## config.mk

```make
export PLATFORM = sky130hd
export DESIGN_NAME = node_registration_liveness_table_core
export DESIGN_NICKNAME = d
export VERILOG_FILES = /design/src/rtl/nrlt_pkg.sv /design/src/rtl/nrlt_ram.sv /design/src/rtl/nrlt_ctrl.sv /design/src/rtl/nrlt_datapath.sv /design/src/rtl/node_registration_liveness_table_core.sv
export SDC_FILE = /design/constraint.sdc
export NUM_CORES = 2
export LEC_CHECK = 0
export BUFFER_PORTS_ARGS = -buffer_cell sky130_fd_sc_hd__buf_2
export CAP_MARGIN = 0
export CORE_MARGIN = 3
export CORE_UTILIZATION = 50
export DETAILED_ROUTE_END_ITERATION = 6
export PLACE_DENSITY = 0.66
export REMOVE_ABC_BUFFERS = 1
export SLEW_MARGIN = 25
export SYNTH_ARGS = -nofsm -noshare
export SYNTH_HDL_FRONTEND = slang
export SYNTH_HIERARCHICAL = 1
export SYNTH_SLANG_ARGS = --single-unit
```

## constraint.sdc

```tcl
create_clock -name clk -period 22.7 [get_ports clk]
set_input_delay 1.135 -clock clk [delete_from_list [all_inputs] [get_ports clk]]
set_output_delay 1.135 -clock clk [all_outputs]
set_load 0.1 [all_outputs]
```

## src/rtl/nrlt_pkg.sv

```systemverilog
// Package for the node registration and liveness table.
// Types, codes and reset constants shared by the modules in rtl/ other than nrlt_ram.
`default_nettype none

package nrlt_pkg;

    localparam int SLOTS_DEFAULT = 16;
    localparam int SLOT_NUM_W    = 8;
    localparam int NODE_ID_W     = 16;
    localparam int MAC_W         = 24;
    localparam int TIME_W        = 32;
    localparam int CFG_DATA_W    = 32;
    localparam int CFG_INDEX_W   = 1;
    localparam int COUNT_OUT_W   = 5;
    localparam int S_TDATA_W     = 88;
    localparam int S_TUSER_W     = 3;
    localparam int M_TDATA_W     = 40;
    localparam int M_TUSER_W     = 3;

    localparam logic [TIME_W-1:0] TIMEOUT_RESET = 32'd30000;

    typedef enum logic [2:0] {
        REQ_REGISTER  = 3'd0,
        REQ_CONFIRM   = 3'd1,
        REQ_HEARTBEAT = 3'd2,
        REQ_STATUS    = 3'd3,
        REQ_TICK      = 3'd4
    } req_kind_t;

    typedef enum logic [2:0] {
        RES_OK         = 3'd0,
        RES_RANGE      = 3'd1,
        RES_MISMATCH   = 3'd2,
        RES_FULL       = 3'd3,
        RES_UNREG      = 3'd4
    } result_code_t;

    typedef enum logic [1:0] {
        ST_OFFLINE = 2'd0,
        ST_WAITING = 2'd1,
        ST_ACTIVE  = 2'd2,
        ST_LOST    = 2'd3
    } slot_state_t;

    typedef enum logic [CFG_INDEX_W-1:0] {
        CFG_CENTRAL_ID = 1'b0,
        CFG_TIMEOUT_MS = 1'b1
    } cfg_index_t;

    typedef enum logic [3:0] {
        C_IDLE,
        C_DECODE,
        C_SCAN_RD,
        C_SCAN_EV,
        C_REG_WR,
        C_ONE_RD,
        C_ONE_EV,
        C_TICK_RD,
        C_TICK_EV,
        C_FINISH
    } ctrl_state_t;

    typedef struct packed {
        slot_state_t            status;
        logic [NODE_ID_W-1:0]   node_id;
        logic                   mac_valid;
        logic [MAC_W-1:0]       mac_tail;
        logic [TIME_W-1:0]      last_seen;
    } slot_entry_t;

    typedef struct packed {
        req_kind_t              req_type;
        logic [NODE_ID_W-1:0]   node_id;
        logic [SLOT_NUM_W-1:0]  slot_number;
        logic                   mac_present;
        logic [MAC_W-1:0]       mac_tail;
        logic [TIME_W-1:0]      now_ms;
    } in_item_t;

    typedef struct packed {
        result_code_t           result_code;
        logic                   assign_send;
        logic [NODE_ID_W-1:0]   assign_node_id;
        logic [SLOT_NUM_W-1:0]  assign_slot;
        logic [COUNT_OUT_W-1:0] active_total;
        logic [COUNT_OUT_W-1:0] newly_lost;
    } out_item_t;

    // Controller to datapath
    typedef struct packed {
        logic load;
        logic res_init;
        logic idx_clr;
        logic idx_inc;
        logic rd_en;
        logic rd_one;
        logic scan_eval;
        logic reg_write;
        logic one_write;
        logic tick_eval;
        logic out_load;
    } ctrl_cmd_t;

    // Datapath to controller
    typedef struct packed {
        req_kind_t req_type;
        logic      slot_ok;
        logic      idx_last;
        logic      out_free;
    } ctrl_stat_t;

endpackage

`default_nettype wire

```

## src/rtl/nrlt_ram.sv

```systemverilog
// Generic single-write, single-read RAM with registered read data.
// Stand-alone; no package needed.
`default_nettype none

module nrlt_ram #(
    parameter int WIDTH = 8,
    parameter int DEPTH = 16,
    localparam int AW = (DEPTH > 1) ? $clog2(DEPTH) : 1
) (
    input  wire logic             clk,
    input  wire logic             we,
    input  wire logic [AW-1:0]    waddr,
    input  wire logic [WIDTH-1:0] wdata,
    input  wire logic             re,
    input  wire logic [AW-1:0]    raddr,
    output logic      [WIDTH-1:0] rdata
);

    logic [WIDTH-1:0] mem_reg [DEPTH];

    always_ff @(posedge clk)
    begin
        if (we)
        begin
            mem_reg[waddr] <= wdata;
        end
        if (re)
        begin
            rdata <= mem_reg[raddr];
        end
    end

endmodule

`default_nettype wire

```

## src/rtl/nrlt_ctrl.sv

```systemverilog
// Sequencer for the liveness table: one item at a time, slot scans.
// Depends on nrlt_pkg for command, status and state types.
`default_nettype none

module nrlt_ctrl
    import nrlt_pkg::*;
(
    input  wire logic       clk,
    input  wire logic       rst_n,
    input  wire logic       s_tvalid,
    output logic            s_tready,
    output ctrl_cmd_t       cmd,
    input  wire ctrl_stat_t stat
);

    ctrl_state_t state_reg;
    ctrl_state_t state_next;

    always_ff @(posedge clk or negedge rst_n)
    begin
        if (!rst_n)
        begin
            state_reg <= C_IDLE;
        end
        else
        begin
            state_reg <= state_next;
        end
    end

    always_comb
    begin
        state_next = state_reg;
        unique case (state_reg)
            C_IDLE:
            begin
                if (s_tvalid)
                begin
                    state_next = C_DECODE;
                end
            end
            C_DECODE:
            begin
                unique case (stat.req_type) inside
                    REQ_REGISTER:
                        state_next = C_SCAN_RD;
                    REQ_CONFIRM, REQ_HEARTBEAT, REQ_STATUS:
                        state_next = stat.slot_ok ? C_ONE_RD : C_FINISH;
                    REQ_TICK:
                        state_next = C_TICK_RD;
                    default:
                        state_next = C_FINISH;
                endcase
            end
            C_SCAN_RD: state_next = C_SCAN_EV;
            C_SCAN_EV: state_next = stat.idx_last ? C_REG_WR : C_SCAN_RD;
            C_REG_WR:  state_next = C_FINISH;
            C_ONE_RD:  state_next = C_ONE_EV;
            C_ONE_EV:  state_next = C_FINISH;
            C_TICK_RD: state_next = C_TICK_EV;
            C_TICK_EV: state_next = stat.idx_last ? C_FINISH : C_TICK_RD;
            C_FINISH:
            begin
                if (stat.out_free)
                begin
                    state_next = C_IDLE;
                end
            end
            default:   state_next = C_IDLE;
        endcase
    end

    always_comb
    begin
        cmd      = '0;
        s_tready = 1'b0;
        unique case (state_reg)
            C_IDLE:
            begin
                s_tready = 1'b1;
                cmd.load = s_tvalid;
            end
            C_DECODE:
            begin
                cmd.res_init = 1'b1;
                cmd.idx_clr  = 1'b1;
            end
            C_SCAN_RD, C_TICK_RD:
            begin
                cmd.rd_en = 1'b1;
            end
            C_SCAN_EV:
            begin
                cmd.scan_eval = 1'b1;
                cmd.idx_inc   = !stat.idx_last;
            end
            C_REG_WR:
            begin
                cmd.reg_write = 1'b1;
            end
            C_ONE_RD:
            begin
                cmd.rd_en  = 1'b1;
                cmd.rd_one = 1'b1;
            end
            C_ONE_EV:
            begin
                cmd.one_write = 1'b1;
            end
            C_TICK_EV:
            begin
                cmd.tick_eval = 1'b1;
                cmd.idx_inc   = !stat.idx_last;
            end
            C_FINISH:
            begin
                cmd.out_load = stat.out_free;
            end
            default:
            begin
                cmd = '0;
            end
        endcase
    end

endmodule

`default_nettype wire

```

## src/rtl/nrlt_datapath.sv

```systemverilog
// Datapath of the liveness table: slot RAM, valid bits, scan index,
// compare logic, active counter and output register. Uses nrlt_pkg, nrlt_ram.
`default_nettype none

module nrlt_datapath
    import nrlt_pkg::*;
#(
    parameter int SLOTS = SLOTS_DEFAULT
) (
    input  wire logic              clk,
    input  wire logic              rst_n,
    input  wire ctrl_cmd_t         cmd,
    output ctrl_stat_t             stat,
    input  wire in_item_t          in_item,
    input  wire logic [TIME_W-1:0] timeout_ms,
    input  wire logic              m_tready,
    output logic                   m_tvalid,
    output out_item_t              out_item
);

    localparam int SLOT_W  = (SLOTS > 1) ? $clog2(SLOTS) : 1;
    localparam int CNT_W   = $clog2(SLOTS + 1);
    localparam int ENTRY_W = $bits(slot_entry_t);
    localparam logic [SLOT_W-1:0] LAST_IDX = SLOT_W'(SLOTS - 1);

    in_item_t          in_q_reg;
    logic [SLOT_W-1:0] idx_reg;
    logic [SLOTS-1:0]  valid_reg;
    logic              rd_valid_reg;
    logic [CNT_W-1:0]  cnt_reg;
    logic [CNT_W-1:0]  cnt_next;

    logic              hit_found_reg;
    logic [SLOT_W-1:0] hit_idx_reg;
    slot_entry_t       hit_word_reg;
    logic              free_found_reg;
    logic [SLOT_W-1:0] free_idx_reg;
    slot_entry_t       free_word_reg;

    result_code_t           code_reg;
    logic                   send_reg;
    logic [NODE_ID_W-1:0]   aid_reg;
    logic [SLOT_NUM_W-1:0]  aslot_reg;
    logic [COUNT_OUT_W-1:0] lost_reg;
    logic                   m_valid_reg;
    out_item_t              out_reg;

    logic [ENTRY_W-1:0] rd_raw;
    slot_entry_t        entry;
    logic [SLOT_W-1:0]  raddr;
    logic               we;
    logic [SLOT_W-1:0]  waddr;
    slot_entry_t        wdata;

    logic [SLOT_NUM_W-1:0] slot_m1;
    logic [SLOT_W-1:0]     slot_idx;
    logic                  slot_req;
    logic                  slot_ok;
    logic                  id_eq;
    logic                  match;
    logic                  hb_mismatch;
    logic                  hb_ok;
    logic [TIME_W-1:0]     age;
    logic                  expire;
    logic [8:0]            cnt_ext;
    slot_entry_t           reg_base;
    logic [SLOT_W-1:0]     reg_idx;

    assign slot_m1  = in_q_reg.slot_number - SLOT_NUM_W'(1);
    assign slot_idx = slot_m1[SLOT_W-1:0];
    assign slot_req = (in_q_reg.req_type == REQ_CONFIRM) ||
                      (in_q_reg.req_type == REQ_HEARTBEAT) ||
                      (in_q_reg.req_type == REQ_STATUS);
    assign slot_ok  = (in_q_reg.slot_number != '0) &&
                      (9'(in_q_reg.slot_number) <= 9'(SLOTS));

    assign raddr = cmd.rd_one ? slot_idx : idx_reg;

    nrlt_ram #(
        .WIDTH (ENTRY_W),
        .DEPTH (SLOTS)
    ) u_slot_ram (
        .clk   (clk),
        .we    (we),
        .waddr (waddr),
        .wdata (wdata),
        .re    (cmd.rd_en),
        .raddr (raddr),
        .rdata (rd_raw)
    );

    // A slot never written reads as its reset value
    assign entry = rd_valid_reg ? slot_entry_t'(rd_raw) : slot_entry_t'('0);

    assign id_eq       = (entry.node_id == in_q_reg.node_id);
    assign match       = (entry.status != ST_OFFLINE) &&
                         ((in_q_reg.mac_present && entry.mac_valid) ?
                          (entry.mac_tail == in_q_reg.mac_tail) : id_eq);
    assign hb_mismatch = (in_q_reg.node_id != '0) && (entry.node_id != '0) && !id_eq;
    assign hb_ok       = (entry.status != ST_OFFLINE) && !hb_mismatch;
    assign age         = in_q_reg.now_ms - entry.last_seen;
    assign expire      = ((entry.status == ST_ACTIVE) || (entry.status == ST_WAITING)) &&
                         (age > timeout_ms);

    assign reg_base = hit_found_reg ? hit_word_reg : free_word_reg;
    assign reg_idx  = hit_found_reg ? hit_idx_reg : free_idx_reg;

    always_comb
    begin
        we    = 1'b0;
        waddr = idx_reg;
        wdata = entry;
        if (cmd.reg_write)
        begin
            we    = hit_found_reg || free_found_reg;
            waddr = reg_idx;
            wdata = reg_base;
            if (!hit_found_reg || (reg_base.status == ST_LOST))
            begin
                wdata.status = ST_WAITING;
            end
            wdata.node_id   = in_q_reg.node_id;
            wdata.last_seen = in_q_reg.now_ms;
            if (in_q_reg.mac_present)
            begin
                wdata.mac_valid = 1'b1;
                wdata.mac_tail  = in_q_reg.mac_tail;
            end
        end
        else if (cmd.one_write)
        begin
            waddr           = slot_idx;
            wdata.last_seen = in_q_reg.now_ms;
            case (in_q_reg.req_type)
                REQ_CONFIRM:
                begin
                    we           = id_eq;
                    wdata.status = ST_ACTIVE;
                end
                REQ_HEARTBEAT:
                begin
                    we = hb_ok;
                    if (entry.status == ST_LOST)
                    begin
                        wdata.status = ST_ACTIVE;
                    end
                end
                REQ_STATUS:
                begin
                    we = 1'b1;
                end
                default:
                begin
                    we = 1'b0;
                end
            endcase
        end
        else if (cmd.tick_eval)
        begin
            we           = expire;
            wdata.status = ST_LOST;
        end
    end

    always_comb
    begin
        cnt_next = cnt_reg;
        if (cmd.one_write)
        begin
            if ((in_q_reg.req_type == REQ_CONFIRM) && id_eq && (entry.status != ST_ACTIVE))
            begin
                cnt_next = cnt_reg + CNT_W'(1);
            end
            else if ((in_q_reg.req_type == REQ_HEARTBEAT) && hb_ok &&
                     (entry.status == ST_LOST))
            begin
                cnt_next = cnt_reg + CNT_W'(1);
            end
        end
        else if (cmd.tick_eval && expire && (entry.status == ST_ACTIVE))
        begin
            cnt_next = cnt_reg - CNT_W'(1);
        end
    end

    // Control state
    always_ff @(posedge clk or negedge rst_n)
    begin
        if (!rst_n)
        begin
            idx_reg        <= '0;
            valid_reg      <= '0;
            rd_valid_reg   <= 1'b0;
            cnt_reg        <= '0;
            hit_found_reg  <= 1'b0;
            free_found_reg <= 1'b0;
            m_valid_reg    <= 1'b0;
        end
        else
        begin
            cnt_reg <= cnt_next;
            if (cmd.idx_clr)
            begin
                idx_reg <= '0;
            end
            else if (cmd.idx_inc)
            begin
                idx_reg <= idx_reg + SLOT_W'(1);
            end
            if (cmd.rd_en)
            begin
                rd_valid_reg <= valid_reg[raddr];
            end
            if (we)
            begin
                valid_reg[waddr] <= 1'b1;
            end
            if (cmd.res_init)
            begin
                hit_found_reg  <= 1'b0;
                free_found_reg <= 1'b0;
            end
            else if (cmd.scan_eval)
            begin
                if (!hit_found_reg && match)
                begin
                    hit_found_reg <= 1'b1;
                end
                if (!free_found_reg && (entry.status == ST_OFFLINE))
                begin
                    free_found_reg <= 1'b1;
                end
            end
            if (cmd.out_load)
            begin
                m_valid_reg <= 1'b1;
            end
            else if (m_tready)
            begin
                m_valid_reg <= 1'b0;
            end
        end
    end

    // Payload
    always_ff @(posedge clk)
    begin
        if (cmd.load)
        begin
            in_q_reg <= in_item;
        end
        if (cmd.scan_eval)
        begin
            if (!hit_found_reg && match)
            begin
                hit_idx_reg  <= idx_reg;
                hit_word_reg <= entry;
            end
            if (!free_found_reg && (entry.status == ST_OFFLINE))
            begin
                free_idx_reg  <= idx_reg;
                free_word_reg <= entry;
            end
        end
        if (cmd.res_init)
        begin
            code_reg  <= (slot_req && !slot_ok) ? RES_RANGE : RES_OK;
            send_reg  <= 1'b0;
            aid_reg   <= '0;
            aslot_reg <= '0;
            lost_reg  <= '0;
        end
        if (cmd.reg_write)
        begin
            if (hit_found_reg || free_found_reg)
            begin
                send_reg  <= 1'b1;
                aid_reg   <= in_q_reg.node_id;
                aslot_reg <= SLOT_NUM_W'(reg_idx) + SLOT_NUM_W'(1);
            end
            else
            begin
                code_reg <= RES_FULL;
            end
        end
        if (cmd.one_write)
        begin
            case (in_q_reg.req_type)
                REQ_CONFIRM:
                begin
                    if (!id_eq)
                    begin
                        code_reg <= RES_MISMATCH;
                    end
                end
                REQ_HEARTBEAT:
                begin
                    if (entry.status == ST_OFFLINE)
                    begin
                        code_reg <= RES_UNREG;
                    end
                    else if (hb_mismatch)
                    begin
                        code_reg <= RES_MISMATCH;
                    end
                    else if (entry.status == ST_WAITING)
                    begin
                        send_reg  <= 1'b1;
                        aid_reg   <= entry.node_id;
                        aslot_reg <= in_q_reg.slot_number;
                    end
                end
                default:
                begin
                    code_reg <= code_reg;
                end
            endcase
        end
        if (cmd.tick_eval && expire && (lost_reg != COUNT_OUT_W'(31)))
        begin
            lost_reg <= lost_reg + COUNT_OUT_W'(1);
        end
        if (cmd.out_load)
        begin
            out_reg.result_code    <= code_reg;
            out_reg.assign_send    <= send_reg;
            out_reg.assign_node_id <= aid_reg;
            out_reg.assign_slot    <= aslot_reg;
            out_reg.active_total   <= (cnt_ext > 9'd31) ? COUNT_OUT_W'(31) :
                                      cnt_ext[COUNT_OUT_W-1:0];
            out_reg.newly_lost     <= lost_reg;
        end
    end

    assign cnt_ext = 9'(cnt_reg);

    assign stat.req_type = in_q_reg.req_type;
    assign stat.slot_ok  = slot_ok;
    assign stat.idx_last = (idx_reg == LAST_IDX);
    assign stat.out_free = !m_valid_reg || m_tready;

    assign m_tvalid = m_valid_reg;
    assign out_item = out_reg;

endmodule

`default_nettype wire

```

## src/rtl/node_registration_liveness_table_core.sv

```systemverilog
// Top level of the node registration and liveness table.
// Depends on nrlt_pkg, nrlt_ctrl, nrlt_datapath and nrlt_ram.
//
// The block keeps SLOTS node slots in one RAM word each (status, node id, MAC
// tail, last-seen time) plus one valid flop per slot, so the table reads as
// all offline straight out of reset with no clearing pass. Items are handled
// one at a time. A register item scans every slot, each slot read from RAM
// and then compared, and afterwards writes the chosen slot back. A timeout
// tick walks the table the same way but has no separate write-back step at
// the end. Confirm, heartbeat and status items touch one slot; an out of
// range slot or an unknown request type skips the RAM and goes straight to
// the result. The single RAM read port is why the slots are read one by one.
// One result is produced per item and held in an output register, so a new
// item is taken as soon as the previous one is finished; the block only waits
// when the output register is still full at the end of an item. The active
// count is kept incrementally and reported saturated at 31. Register
// central_id is accepted on the config port but drives no output of this
// block; timeout_ms resets to 30000.
`default_nettype none

module node_registration_liveness_table_core
    import nrlt_pkg::*;
#(
    parameter int SLOTS = SLOTS_DEFAULT
) (
    input  wire logic                   clk,
    input  wire logic                   rst_n,
    // Input transactions
    input  wire logic                   s_tvalid,
    output logic                        s_tready,
    // node_id[15:0], slot_number[23:16], mac_present[24], mac_tail[48:25],
    // now_ms[80:49], zero fill
    input  wire logic [S_TDATA_W-1:0]   s_tdata,
    // req_type[2:0]
    input  wire logic [S_TUSER_W-1:0]   s_tuser,
    // Result transactions
    output logic                        m_tvalid,
    input  wire logic                   m_tready,
    // assign_send[0], assign_node_id[16:1], assign_slot[24:17],
    // active_total[29:25], newly_lost[34:30], zero fill
    output logic      [M_TDATA_W-1:0]   m_tdata,
    // result_code[2:0]
    output logic      [M_TUSER_W-1:0]   m_tuser,
    // Configuration writes
    input  wire logic                   cfg_valid,
    output logic                        cfg_ready,
    input  wire logic [CFG_INDEX_W-1:0] cfg_index,
    input  wire logic [CFG_DATA_W-1:0]  cfg_data
);

    logic [TIME_W-1:0] timeout_reg;
    ctrl_cmd_t         cmd;
    ctrl_stat_t        stat;
    in_item_t          in_item;
    out_item_t         out_item;

    // Config writes are always taken; only the timeout is stored here
    assign cfg_ready = 1'b1;

    always_ff @(posedge clk or negedge rst_n)
    begin
        if (!rst_n)
        begin
            timeout_reg <= TIMEOUT_RESET;
        end
        else if (cfg_valid && (cfg_index == CFG_TIMEOUT_MS))
        begin
            timeout_reg <= cfg_data;
        end
    end

    // Unpack the input transaction
    assign in_item.req_type    = req_kind_t'(s_tuser);
    assign in_item.node_id     = s_tdata[15:0];
    assign in_item.slot_number = s_tdata[23:16];
    assign in_item.mac_present = s_tdata[24];
    assign in_item.mac_tail    = s_tdata[48:25];
    assign in_item.now_ms      = s_tdata[80:49];

    nrlt_ctrl u_ctrl (
        .clk      (clk),
        .rst_n    (rst_n),
        .s_tvalid (s_tvalid),
        .s_tready (s_tready),
        .cmd      (cmd),
        .stat     (stat)
    );

    nrlt_datapath #(
        .SLOTS (SLOTS)
    ) u_datapath (
        .clk        (clk),
        .rst_n      (rst_n),
        .cmd        (cmd),
        .stat       (stat),
        .in_item    (in_item),
        .timeout_ms (timeout_reg),
        .m_tready   (m_tready),
        .m_tvalid   (m_tvalid),
        .out_item   (out_item)
    );

    // Pack the result transaction
    assign m_tdata = {5'b0,
                      out_item.newly_lost,
                      out_item.active_total,
                      out_item.assign_slot,
                      out_item.assign_node_id,
                      out_item.assign_send};
    assign m_tuser = out_item.result_code;

endmodule

`default_nettype wire

```

======== Yosys cells after proc, flatten, opt, wreduce, memory -nomap -nowiden ========
Memories as Yosys holds them, arrays and structs flattened. A register that Yosys moved wholly into a read port is not among the register bits.
Index checks and enable logic that the tools add are counted.
storage, ports and cells
  memory bits (writable) .................. 1,200
  latch bits .............................. 0
  output and inout bits ................... 46
  logic and storage cells ................. 229
  register bits after elaboration ......... 378
  memories ................................ 1
  input bits .............................. 129
  memory bits (read-only) ................. 0
memory list
  memory                         words  bits a word  read ports  clocked after Yosys merged registers in  write ports  line            RTL
  u_datapath.u_slot_ram.mem_reg  16     75           1           1                                        1            nrlt_ram.sv:19  logic [WIDTH-1:0] mem_reg [DEPTH];
operators by class
  multiplexer cells ....................... 94
  add/subtract/negate cells ............... 7
  shift operators ......................... 0
  bitwise logic cells ..................... 1
  magnitude comparators ................... 6
  multipliers ............................. 0
  equal/unequal tests ..................... 26
  reduce and logical (&&, ||, !) cells .... 56
  divide/modulo/power cells ............... 0
operators with widths
  operator            number
  $mux 75             2
  $mux 16             8
  $mux 32             2
  $mux 8              8
  $mux 41             1
  $mux 4              10
  $pmux 4 s9          1
  $mux 1              35
  $gt 32x32->1        1
  $reduce_bool 16->1  2
  $sub 32x32->32      1
  $mux 5              6
  $mux 25             1
  $eq 24x24->1        1
  $mux 3              8
  $logic_and 1x1->1   19
  $eq 16x16->1        1
  $eq 4x3->1 const B  4
  $or 16x16->16       1
  $reduce_bool 2->1   8
  $eq 4x4->1 const B  3
  $mux 2              6
  $pmux 4 s3          1
  $reduce_and 2->1    6
  other kinds (33)    54

======== Logic depth before layout (Yosys ltp) ========
  word-level depth ........................ 12
  mapped depth ............................ 30
  depth with buffers taken out ............ 24

======== Hierarchy ========
Netlist, hierarchy kept.
by module, submodules not included
  module                                 seq. area each (µm²)  cells an instance  area an instance (µm²)  instances
  nrlt_ram                               38,286.7              1,926              47,070.1                1
  nrlt_datapath                          6,931.6               1,323              13,715.7                1
  node_registration_liveness_table_core  809.5                 76                 1,406.3                 1
  nrlt_ctrl                              100.1                 57                 434.2                   1

======== Worst setup path after synthesis ========
OpenSTA, ideal clock, no wires.
  path kind ............................... flip-flop to flip-flop
  from .................................... register u_datapath.rd_valid_reg
  to ...................................... memory u_datapath/u_slot_ram/mem_reg[0][0] (netlist name) (enable)
  setup time .............................. 600 ps
  buffers on the path ..................... 7
  period minus slack after synthesis ...... 12,565 ps
  data required time ...................... 22,100 ps
  slack ................................... 10,135 ps
  arrival ................................. 11,965 ps
  stages on the path, launching flop included .. 27
  path through ............................ dfrtp_1 clkbuf_1 clkbuf_1 clkbuf_1 clkbuf_1 clkbuf_1 clkbuf_1 nand2_1 ha_1 a21o_1 o31a_1 a221o_1 a41o_1 a311o_1 a311oi_4 nor2_1 a311o_1 ha_1 nand4_1 nor4_1 and4_1 a21oi_1 o221a_2 o21bai_2 buf_2 or3b_2 nor3_1
on the way
  cells in the longest elaborated chain, start to end .. 11
  elaborated cells on any way between the ends .. 21
  classes of those cells .................. add/sub (1); order compare (1); eq/ne (3); mux (7); reduce/logical (9)
ends and longest elaborated chain
  element                                                                 line                  RTL
  start: declaration                                                      nrlt_datapath.sv:29   logic rd_valid_reg;
  start signal: assignment                                                nrlt_datapath.sv:212  rd_valid_reg <= valid_reg[raddr];
  $mux 75 *                                                               nrlt_datapath.sv:93   assign entry = rd_valid_reg ? slot_entry_t'(rd_raw) : slot_entry_t'('0);
  parallel branches: the longest is 6 deep, another holds $sub 32x32->32  -
  $mux 1 *                                                                nrlt_datapath.sv:130  else if (cmd.one_write)
  $mux 1 *                                                                nrlt_datapath.sv:113  if (cmd.reg_write)
  named net u_datapath.we                                                 nrlt_datapath.sv:51   logic we;
  $mux 1 *                                                                nrlt_ram.sv:23        if (we)
  $mux 1 (implied by the code) *                                          nrlt_ram.sv:25        mem_reg[waddr] <= wdata;
  end: declaration                                                        nrlt_ram.sv:19
Mark *: on every way through the listed nets, which the timed path passes.

======== Worst setup path after layout ========
  from .................................... register u_datapath.rd_valid_reg
  to ...................................... memory u_datapath/u_slot_ram/mem_reg[6][53] (netlist name) (enable)
on the way
  cells in the longest elaborated chain, start to end .. 11
  elaborated cells on any way between the ends .. 21
  classes of those cells .................. add/sub (1); order compare (1); eq/ne (3); mux (7); reduce/logical (9)
ends and longest elaborated chain
  element                                                                 line
  $mux 75 *                                                               nrlt_datapath.sv:93
  parallel branches: the longest is 6 deep, another holds $sub 32x32->32  -
  $mux 1 *                                                                nrlt_datapath.sv:130
  $mux 1 *                                                                nrlt_datapath.sv:113
  $mux 1 *                                                                nrlt_ram.sv:23
  $mux 1 (implied by the code) *                                          nrlt_ram.sv:25
Mark *: on every way between the ends.

==> flow_metrics.py <==
metrics = {
    "synthesis": {
        "yosys.area.top_type_share_pct": 70.2,
        "synth_largest_area_cell": "edfxtp_1",
        "synth-seq-cells": 1555,
        "ys_seq_area_share_pct": 73.7,
        "synthTopCellsByArea": "edfxtp_1 (70%), mux4_2 (11%), dfrtp_1 (2.3%), a22oi_1 (1.9%), nand2_1 (1.6%)",
        "ys_warn_count": 6,
        "synthCells": 3382,
        "yosysUniqueCellTypes": 78,
        "syn_area_sq_mm": 0.0626,
        "synth_edf_count": 1465,
        "yosys_most_used_dff": "edfxtp_1",
        "async_flop_share_pct": 4.18,
        "syn_avg_cell_area_sq_um": 18.5,
        "yosysMostFrequentCell": "edfxtp_1",
        "synth_common_cells": "edfxtp_1 (1465), mux4_2 (300), nand2_1 (268), a22oi_1 (160), o21ai_0 (116)",
    },
    "die": {
        "fp.dieArea_sq_mm": 0.130,
        "fp.coreArea_sq_mm": 0.124,
        "die_h_microns": 360,
        "start_util_pct": 50.5,
        "fp.dieW_microns": 360,
        "io_pins": 175,
        "row_count": 129,
    },
    "timing": {
        "slew_violations": 0,
        "fin_crit_ns": 9.94,
        "max_freq_mhz": 101,
        "rsz0062_at_grt": "false",
        "finalHoldViolations": 0,
        "fin_worst_skew_ns": 0.0276,
        "setup_viol": 0,
        "fin_ws_ns": 12.76,
        "holdWs_ns": 0.368,
        "setup-tns-final_ns": 0,
        "slew_headroom_pct": 31.2,
        "worst_slew_pin_slew_ns": 1.03,
        "post-route-period-util_pct": 43.8,
    },
    "worst_setup_path": {
        "critPathKind": "reg2reg",
        "cp.arrival_ns": 10.32,
        "critPathLaunch": "u_datapath/rd_valid_reg$_DFFE_PN0P_",
        "critPathLaunchType": "flop",
        "endpoint_kind": "flop",
        "rrSetupSlack_ns": 12.76,
        "cp_data_required_time_ns": 23.08,
        "rr_startpoint": "u_datapath/rd_valid_reg$_DFFE_PN0P_",
        "critPathMaxFanout": 39,
    },
    "finish": {
        "drive_above_1_share_pct": 24.9,
        "syn2layout_area_growth_pct": 13.0,
        "antenna_cells": 0,
        "largest_reg_flops": 1200,
        "final_core_util_pct": 57.1,
        "fin_nets": 3847,
        "finalNonFillerCells": 5406,
    },
    "run_status": {
        "status": "finished, final reports clean",
    },
    "clock_tree": {
        "cts.htree.levels": 4,
        "path_clk_slew_ns": 0.06,
        "cts_setup_buffers": 0,
        "clock_path_buffers": 3,
        "cts.sinks": 1555,
        "cts_made_buffers": 158,
        "worst_skew_pair.late_latency_ns": 0.77,
        "cts-resized-gates": 0,
        "cts_root_buf": "clkbuf_16",
        "cts_tree": "done",
        "ctsHoldBuffers": 0,
    },
    "place": {
        "dp_cells": 5113,
        "dp_hpwl_microns": 74900,
        "numPortBuffers": 161,
        "pre_cts_slack_ns": 12.79,
        "place_congestion": 0.767,
    },
    "global_route": {
        "antenna_found_initial": 0,
        "grt_pass1_vias": 33000,
        "grt_max_degree": 151,
        "grt_pass1_wl_microns": 211000,
        "grt_remaining_overflow": 0,
        "grt_usage_pct": 21.7,
    },
    "routing": {
        "route.detailed.drc": 0,
        "ant_nets": 0,
        "wl_microns": 140000,
        "vias_per_cell": 5.98,
        "drtIter0Drc": 3592,
        "drtPass1Iterations": 5,
        "dr_total_vias": 32300,
        "wl_per_cell_microns": 25.9,
    },
    "job": {
        "cap_violations": 0,
    },
    "power": {
        "leakage_nw": 23.2,
        "p_per_area_mw_per_mm2": 119,
        "peakVddDrop_uv": 110,
    },
    "worst_hold_path": {
        "min_path_type": "in2async",
    },
}
==> report_power, final <==
group | switching [mW] | total, mW | internal, mW
clock | 1.07 | 2.51 | 1.44
sequential | 0.132 | 3.74 | 3.61
combinational | 1.33 | 2.16 | 0.834
==> layout by cell type (no fill, tap or decap), types with 46 or more instances in the layout <==
| cell | count |
|---|---|
| dfrtp_1 | 56 |
| buf_2 | 160 |
| nand2_1 | 268 |
| xnor2_1 | 46 |
| inv_1 | 66 |
| ha_1 | 78 |
| clkbuf_16 | 163 |
| o21ai_0 | 107 |
| a21oi_1 | 77 |
| nor2_1 | 70 |
| mux4_2 | 300 |
| edfxtp_1 | 1465 |
| a22oi_1 | 160 |
| buf_4 | 110 |
==> final cells by class <==
type | count | area [sq um]
Sequential cell | 1555 | 46100
Tap cell | 1637 | 2050
Timing Repair Buffer | 275 | 1710
Multi-Input combinational cell | 1579 | 15600
Clock inverter | 94 | 761
Inverter | 69 | 274
Clock buffer | 197 | 4250
Fill cell | 9255 | 53200
==> worst paths after layout <==
path / cells after the start / to
max: 21 / u_datapath/u_slot_ram/mem_reg[6][53]$_DFFE_PP_
min: 1 / u_datapath/cnt_reg[4]$_DFFE_PN0P_
max reg2reg: 21 / u_datapath/u_slot_ram/mem_reg[6][53]$_DFFE_PP_
min reg2reg: 0 / u_datapath/out_item[18]$_DFFE_PP_
max in group asynchronous: 2 / timeout_reg[14]$_DFFE_PN1P_
min in group clk: 0 / u_datapath/out_item[18]$_DFFE_PP_
==> cell families after synthesis <==
family / Yosys count / share of synthesized area, %
fa+ha+maj: 80 / 1.62
simple gates: 539 / 4.03
compound gates: 495 / 5.30
xor+xnor: 60 / 0.839
other cells: 2 / 0.0120
flops: 1555 / 73.7
buf+inv: 252 / 1.88
mux: 399 / 12.7
==> routing by layer <==
layer,vias up,routed length [microns],part of all wire (%),GRT usage (%)
met5,-,0,0,0
met4,0,2910,2.1,6.09
met3,189,9270,6.6,3.25
met2,1192,68000,48,34.8
met1,16800,60000,43,31.5
li1,14100,-,-,-
==> critical path: stages, from the launching register on <==
cell	delay [ns]
dfrtp_4	0.82
nand2_1	0.22
ha_1	0.39
a21o_1	0.22
o31a_1	0.35
a221o_1	0.44
a41o_1	0.30
a311o_1	0.45
a311oi_4	0.42
nor2_1	0.09
a311o_1	0.31
ha_1	0.34
nand4_1	0.14
nor4_1	0.71
and4_1	0.30
a21oi_1	0.30
o221a_2	0.40
o21bai_2	0.65
nand3b_1	0.46
nor2_4	0.75
buf_4	0.59
buf_4	0.71
==> per-stage QoR <==
| step | area (sq um) | power (mW) |
|---|---|---|
| after global placement | 65700 | 5.93 |
| after floorplan | 61700 | 5.64 |
| after CTS | 70700 | 8.49 |
| final | 70700 | 8.42 |
| after detailed placement | 65700 | 5.96 |
| after global routing | 70700 | 8.82 |
(Power assumes the default switching activity.)
